--- src/rtl/core/point_to_cylinder_distance_unit_macros.svh ---
// Assertion macros for the point-to-cylinder distance RTL.
`ifndef POINT_TO_CYLINDER_DISTANCE_UNIT_MACROS_SVH
`define POINT_TO_CYLINDER_DISTANCE_UNIT_MACROS_SVH

// Same-cycle implication, checked at each rising clock edge outside reset.
`define PTC_ASSERT_NOW(lbl, ante, cons, msg) \
   lbl: assert property (@(posedge clock) disable iff (reset) (ante) |-> (cons)) \
      else $error(msg);

// Next-cycle implication.
`define PTC_ASSERT_NEXT(lbl, ante, cons, msg) \
   lbl: assert property (@(posedge clock) disable iff (reset) (ante) |=> (cons)) \
      else $error(msg);

`endif

--- src/rtl/core/ptc_pkg.sv ---
// Package: shared constants and register index codes for the distance unit.
package ptc_pkg;

   localparam int COORD_WIDTH_DEF = 24;
   localparam int AXIS_WIDTH_DEF  = 16;
   localparam int CSR_INDEX_WIDTH = 3;

   typedef enum logic [CSR_INDEX_WIDTH-1:0] {
      REG_ROOT_X     = 3'd0,
      REG_ROOT_Y     = 3'd1,
      REG_ROOT_Z     = 3'd2,
      REG_AXIS_X     = 3'd3,
      REG_AXIS_Y     = 3'd4,
      REG_AXIS_Z     = 3'd5,
      REG_CYL_RADIUS = 3'd6
   } csr_index_type;

endpackage

--- src/rtl/core/ptc_csr_if.sv ---
// Interface: configuration register write channel.
interface ptc_csr_if #(parameter int DATA_WIDTH = ptc_pkg::COORD_WIDTH_DEF);
   logic                                  valid;
   logic                                  ready;
   logic [ptc_pkg::CSR_INDEX_WIDTH-1:0]   index;
   logic [DATA_WIDTH-1:0]                 data;

   modport source (output valid, index, data, input ready);
   modport sink   (input valid, index, data, output ready);
endinterface

--- src/rtl/core/ptc_cfg.sv ---
// Configuration registers and axis length-squared computation.
module ptc_cfg #(
   parameter int COORD_WIDTH = ptc_pkg::COORD_WIDTH_DEF,
   parameter int AXIS_WIDTH  = ptc_pkg::AXIS_WIDTH_DEF,
   parameter int DATA_WIDTH  = ptc_pkg::COORD_WIDTH_DEF
) (
   input  logic                           clock,
   input  logic                           reset,
   ptc_csr_if.sink                        csr_ch,
   output logic signed [COORD_WIDTH-1:0]  root_x,
   output logic signed [COORD_WIDTH-1:0]  root_y,
   output logic signed [COORD_WIDTH-1:0]  root_z,
   output logic signed [AXIS_WIDTH-1:0]   axis_x,
   output logic signed [AXIS_WIDTH-1:0]   axis_y,
   output logic signed [AXIS_WIDTH-1:0]   axis_z,
   output logic [COORD_WIDTH-2:0]         cyl_radius,
   output logic [2*AXIS_WIDTH-1:0]        axis_len_sq
);
   localparam int SQW = 2*AXIS_WIDTH;

   logic signed [COORD_WIDTH-1:0] root_x_ff, root_y_ff, root_z_ff;
   logic signed [AXIS_WIDTH-1:0]  axis_x_ff, axis_y_ff, axis_z_ff;
   logic [COORD_WIDTH-2:0]        radius_ff;
   logic signed [SQW-1:0]         sq_x_ff, sq_y_ff, sq_z_ff;
   logic signed [SQW-1:0]         sq_x_in, sq_y_in, sq_z_in;
   logic [SQW-1:0]                len_sq_ff, len_sq_in;
   logic                          wr_en;

   assign csr_ch.ready = 1'b1;
   assign wr_en = csr_ch.valid;

   always_ff @(posedge clock) begin
      if (reset) begin
         root_x_ff <= '0;
         root_y_ff <= '0;
         root_z_ff <= '0;
         axis_x_ff <= '0;
         axis_y_ff <= '0;
         axis_z_ff <= {1'b0, {(AXIS_WIDTH-1){1'b1}}};
         radius_ff <= '0;
      end else if (wr_en) begin
         unique case (ptc_pkg::csr_index_type'(csr_ch.index))
            ptc_pkg::REG_ROOT_X:     root_x_ff <= csr_ch.data[COORD_WIDTH-1:0];
            ptc_pkg::REG_ROOT_Y:     root_y_ff <= csr_ch.data[COORD_WIDTH-1:0];
            ptc_pkg::REG_ROOT_Z:     root_z_ff <= csr_ch.data[COORD_WIDTH-1:0];
            ptc_pkg::REG_AXIS_X:     axis_x_ff <= csr_ch.data[AXIS_WIDTH-1:0];
            ptc_pkg::REG_AXIS_Y:     axis_y_ff <= csr_ch.data[AXIS_WIDTH-1:0];
            ptc_pkg::REG_AXIS_Z:     axis_z_ff <= csr_ch.data[AXIS_WIDTH-1:0];
            ptc_pkg::REG_CYL_RADIUS: radius_ff <= csr_ch.data[COORD_WIDTH-2:0];
            default: ;
         endcase
      end
   end

   always_comb begin
      sq_x_in   = axis_x_ff * axis_x_ff;
      sq_y_in   = axis_y_ff * axis_y_ff;
      sq_z_in   = axis_z_ff * axis_z_ff;
      len_sq_in = SQW'($unsigned(sq_x_ff)) + SQW'($unsigned(sq_y_ff))
                + SQW'($unsigned(sq_z_ff));
   end

   always_ff @(posedge clock) begin
      sq_x_ff   <= sq_x_in;
      sq_y_ff   <= sq_y_in;
      sq_z_ff   <= sq_z_in;
      len_sq_ff <= len_sq_in;
   end

   assign root_x      = root_x_ff;
   assign root_y      = root_y_ff;
   assign root_z      = root_z_ff;
   assign axis_x      = axis_x_ff;
   assign axis_y      = axis_y_ff;
   assign axis_z      = axis_z_ff;
   assign cyl_radius  = radius_ff;
   assign axis_len_sq = len_sq_ff;
endmodule

--- src/flat_wrapper.sv ---
// flat-port wrapper written by rule: the top's interface ports become plain ports
module ptc_cfg_flat 
#(
   parameter int COORD_WIDTH = ptc_pkg::COORD_WIDTH_DEF,
   parameter int AXIS_WIDTH  = ptc_pkg::AXIS_WIDTH_DEF,
   parameter int DATA_WIDTH  = ptc_pkg::COORD_WIDTH_DEF
)
  (clock, reset, root_x, root_y, root_z, axis_x, axis_y, axis_z, cyl_radius, axis_len_sq, csr_ch_valid, csr_ch_index, csr_ch_data, csr_ch_ready);
  ptc_csr_if #(.DATA_WIDTH(DATA_WIDTH)) csr_ch_i ();
  input  logic clock;
  input  logic reset;
  output logic signed [COORD_WIDTH-1:0] root_x;
  output logic signed [COORD_WIDTH-1:0] root_y;
  output logic signed [COORD_WIDTH-1:0] root_z;
  output logic signed [AXIS_WIDTH-1:0] axis_x;
  output logic signed [AXIS_WIDTH-1:0] axis_y;
  output logic signed [AXIS_WIDTH-1:0] axis_z;
  output logic [COORD_WIDTH-2:0] cyl_radius;
  output logic [2*AXIS_WIDTH-1:0] axis_len_sq;
  input wire logic [$bits(csr_ch_i.valid)-1:0] csr_ch_valid;
  input wire logic [$bits(csr_ch_i.index)-1:0] csr_ch_index;
  input wire logic [$bits(csr_ch_i.data)-1:0] csr_ch_data;
  output wire logic [$bits(csr_ch_i.ready)-1:0] csr_ch_ready;
  assign csr_ch_i.valid = csr_ch_valid;
  assign csr_ch_i.index = csr_ch_index;
  assign csr_ch_i.data = csr_ch_data;
  assign csr_ch_ready = csr_ch_i.ready;
  ptc_cfg #(.COORD_WIDTH(COORD_WIDTH), .AXIS_WIDTH(AXIS_WIDTH), .DATA_WIDTH(DATA_WIDTH)) u_core (.clock(clock), .reset(reset), .csr_ch(csr_ch_i), .root_x(root_x), .root_y(root_y), .root_z(root_z), .axis_x(axis_x), .axis_y(axis_y), .axis_z(axis_z), .cyl_radius(cyl_radius), .axis_len_sq(axis_len_sq));
endmodule
--- config.mk ---
export PLATFORM = sky130hd
export DESIGN_NAME = ptc_cfg_flat
export DESIGN_NICKNAME = d
export VERILOG_FILES = /design/src/rtl/core/point_to_cylinder_distance_unit_macros.svh /design/src/rtl/core/ptc_pkg.sv /design/src/rtl/core/ptc_csr_if.sv /design/src/rtl/core/ptc_cfg.sv /design/src/flat_wrapper.sv
export SDC_FILE = /design/constraint.sdc
export NUM_CORES = 2
export LEC_CHECK = 0
export BUFFER_PORTS_ARGS = -buffer_cell sky130_fd_sc_hd__buf_2
export CAP_MARGIN = 5
export CORE_MARGIN = 1
export CORE_UTILIZATION = 64
export CTS_BUF_LIST = sky130_fd_sc_hd__clkbuf_4 sky130_fd_sc_hd__clkbuf_8 sky130_fd_sc_hd__clkbuf_16
export CTS_CLUSTER_DIAMETER = 30
export CTS_CLUSTER_SIZE = 24
export DETAILED_ROUTE_END_ITERATION = 10
export GPL_ROUTABILITY_DRIVEN = 0
export GPL_TIMING_DRIVEN = 0
export HOLD_SLACK_MARGIN = 0.08
export PLACE_DENSITY_LB_ADDON = 0.25
export REMOVE_ABC_BUFFERS = 1
export SLEW_MARGIN = 0
export SYNTH_ARGS = -nofsm -noshare
export SYNTH_HDL_FRONTEND = slang
export SYNTH_SLANG_ARGS = --single-unit
--- constraint.sdc ---
create_clock -name clock -period 9.1 [get_ports clock]
set_clock_uncertainty 0.1 [all_clocks]
set_input_delay 0.91 -clock clock [delete_from_list [all_inputs] [get_ports clock]]
set_output_delay 0.91 -clock clock [all_outputs]
set_load 0.05 [all_outputs]
==> results.py <==
metrics = {
    "logic_synthesis": {
        "synth-edff-count": 0,
        "syn_inst": 3976,
        "synth_top_area_share_pct": 40.2,
        "synth_cell_types": 79,
        "yosysTopAreaCell": "fa_1",
        "async_flop_share_pct": 0,
        "yosys_warnings": 0,
        "synth_flop_cell": "dfxtp_1",
        "synth_area_leaders": "fa_1, dfxtp_1, ha_1",
        "ys_ff_latch": 268,
        "ys_seq_area_share_pct": 14.7,
        "syn_area_per_cell_um2": 9.20,
        "synthesis.area_um2": 36600,
    },
    "hold_path": {
        "min_path_type": "reg -> reg",
    },
    "global_route": {
        "grt_pass1_wl_um": 142000,
        "grt_pass1_vias": 28473,
        "grt_overflow": 0,
        "antenna_found_initial": 1,
        "grt.total_usage_pct": 31.4,
        "grt_max_degree": 90,
    },
    "routing": {
        "drc": 0,
        "num_vias": 26580,
        "viasPerCell": 5.42,
        "wire_per_inst_um": 17.5,
        "postRouteAntennaNets": 0,
        "drt_iter0_markers": 1331,
        "routed_wl_um": 85700,
        "first_pass_iters": 5,
    },
    "outcome": {
        "status": "completed",
    },
    "die": {
        "fp.coreArea_um2": 56500,
        "die_h_um": 241,
        "initial_core_util_pct": 64.8,
        "die_x_um": 241,
        "die-area_um2": 58100,
        "fp-row-count": 87,
        "io_pins": 206,
    },
    "power_and_ir_drop": {
        "leakagePower_nw": 21.2,
        "ir_drop_uv": 661,
        "p_per_area_nw_per_um2": 284,
    },
    "critical_path": {
        "critical_path_class": "reg -> reg",
        "cp_max_fo": 22,
        "endpoint_kind": "flop",
        "critPathRequiredTime_ns": 9.49,
        "critPathArrivalTime_ns": 8.48,
        "cp-start-kind": "flop",
    },
    "flow_run": {
        "max-cap-violations": 0,
    },
    "cts": {
        "clkTransAtPathRegs_ns": 0.06,
        "cts_buffers": 50,
        "holdBufCountCts": 0,
        "cts_tree": "done",
        "cts_root_buf": "clkbuf_16",
        "cts_sinks": 268,
        "post_cts_buffers": 0,
        "clk_path_buf_depth": 3,
        "clkLatencyLatePin_ns": 0.61,
        "htree_levels": 2,
        "cts_resized": 0,
    },
    "sta": {
        "setup_viol": 0,
        "slew_headroom_pct": 14.3,
        "final-hold-violation-count": 0,
        "setup_tns_ns": 0,
        "min_period_ns": 8.10,
        "slew_viol_final": 0,
        "worst_slack_ns": 1.00,
        "tightest_slew_ns": 1.28,
        "fmax_ghz": 0.124,
        "rsz0062_at_grt": "no",
        "fin_crit_sh_pct": 89.0,
    },
    "cells_and_area": {
        "mostFrequentLayoutCells": "inv_1, fa_1, nand2_1, ha_1, dfxtp_1",
        "drive_gt1_share_pct": 8.65,
        "fill_cells": 4300,
        "regArea_um2": 5370,
        "final_common_cell": "inv_1",
        "final_util_pct": 70.7,
        "area_growth_pct": 9.20,
        "nets": 5175,
        "finalInstanceArea_um2": 40000,
        "stdcell_count": 4908,
        "multi_input_area_um2": 27100,
    },
    "placement": {
        "place.detailed.hpwl_um": 66900,
        "port_buffers": 204,
        "preCtsSetupSlack_ns": 0.972,
        "placed_cells": 4816,
        "dpl_cell_area_um2": 38200,
    },
}
==> cell type report <==
type | instances | area share [%]
Multi-Input combinational cell | 2610 | 67.8
Timing Repair Buffer | 210 | 2.83
Inverter | 972 | 9.13
Clock inverter | 29 | 0.971
Sequential cell | 268 | 13.4
Clock buffer | 62 | 3.47
Antenna cell | 1 | 0.00626
Tap cell | 756 | 2.37
==> report_power, final <==
part	switching [mW]	leakage [nW]	internal, mW	total, mW
Clock	0.678	0.871	1.24	1.92
Sequential	0.155	2.19	1.46	1.62
Combinational	4.60	18.1	3.20	7.80
==> Yosys cell counts (3+ instances only) <==
cell type / number
a31o_2: 18
nor2b_1: 16
nand3_1: 24
and2_1: 135
a221oi_1: 4
nand4b_1: 3
a21oi_1: 213
fa_1: 734
nor3_1: 30
a31oi_1: 8
dfxtp_1: 268
xor2_1: 31
or2_2: 13
o211ai_1: 7
o311ai_1: 3
clkbuf_1: 116
nor3b_1: 4
mux2i_1: 4
o21ai_0: 45
a211oi_1: 18
buf_4: 4
or3_1: 7
nand4_1: 8
inv_1: 972
nand3b_1: 20
a21o_2: 3
o21a_1: 20
xnor2_1: 122
and3_1: 12
nor2_1: 135
nand2_1: 537
o31ai_1: 9
o211ai_2: 4
ha_1: 299
nand2b_1: 18
o31a_1: 3
o21bai_1: 21
a21o_1: 30
buf_2: 5
==> metrics by stage <==
stage,hold WS [ns],power [mW]
after global placement,0.339,9.19
after floorplan,0.449,7.58
final,0.350,11.3
after detailed placement,0.343,9.32
after CTS,0.350,11.4
after global routing,0.372,12.4
==> registers in the layout, indices dropped and copies added, names as in the netlist <==
signal and flops:
u_core.axis_len_sq 32, u_core.sq_x_ff 31, u_core.sq_y_ff 31, u_core.sq_z_ff 31
u_core.root_x 24, u_core.root_y 24, u_core.root_z 24, u_core.cyl_radius 23
u_core.axis_x 16, u_core.axis_y 16, u_core.axis_z 16
==> worst paths after layout <==
| path | start | endpoint | slack, ns | depth (start not counted) |
|---|---|---|---|---|
| setup / recovery | u_core.axis_z[15] | u_core.sq_z_ff[30] | 1.00 | 18 |
| hold / removal | u_core.root_y[3] | u_core.root_y[3] | 0.35 | 2 |
| setup reg to reg | u_core.axis_z[15] | u_core.sq_z_ff[30] | 1.00 | 18 |
| hold reg to reg | u_core.root_y[3] | u_core.root_y[3] | 0.35 | 2 |
==> critical path, stage by stage, from the launching register on <==
cell and delay (ns):
dfxtp_1 0.92, inv_1 0.58, nor2_1 0.39, fa_1 0.60, fa_1 0.90, fa_1 0.54, fa_1 0.52, fa_1 0.50
inv_1 0.05, fa_1 0.47, inv_1 0.04, ha_1 0.35, nand2_1 0.14, or4_1 0.55, a211oi_1 0.48, o211ai_2 0.20
o2111ai_1 0.26, a21oi_1 0.11, xnor2_1 0.30
==> logic make-up after synthesis <==
group | count (synthesis) | share of synthesized area, %
other | 2 | 0.0205
muxes | 4 | 0.109
xor gates and xnor gates | 153 | 3.66
AOI/OAI and AO/OA | 441 | 7.74
DFF | 268 | 14.7
adders and majority gates | 1033 | 50.4
and+or+nand+nor | 975 | 12.1
buffers and inverters | 1100 | 11.4
==> per-layer routing <==
metal / wire (µm) / vias up / GRT usage (%) / share of wire, %
li1: - / 12238 / - / -
met1: 35200 / 13353 / 40.5 / 41
met2: 41700 / 807 / 53.1 / 49
met3: 5350 / 180 / 4.98 / 6.2
met4: 3390 / 2 / 12.0 / 4.0
met5: 14 / - / 0 / 0.016
(Power assumes the default switching activity.)
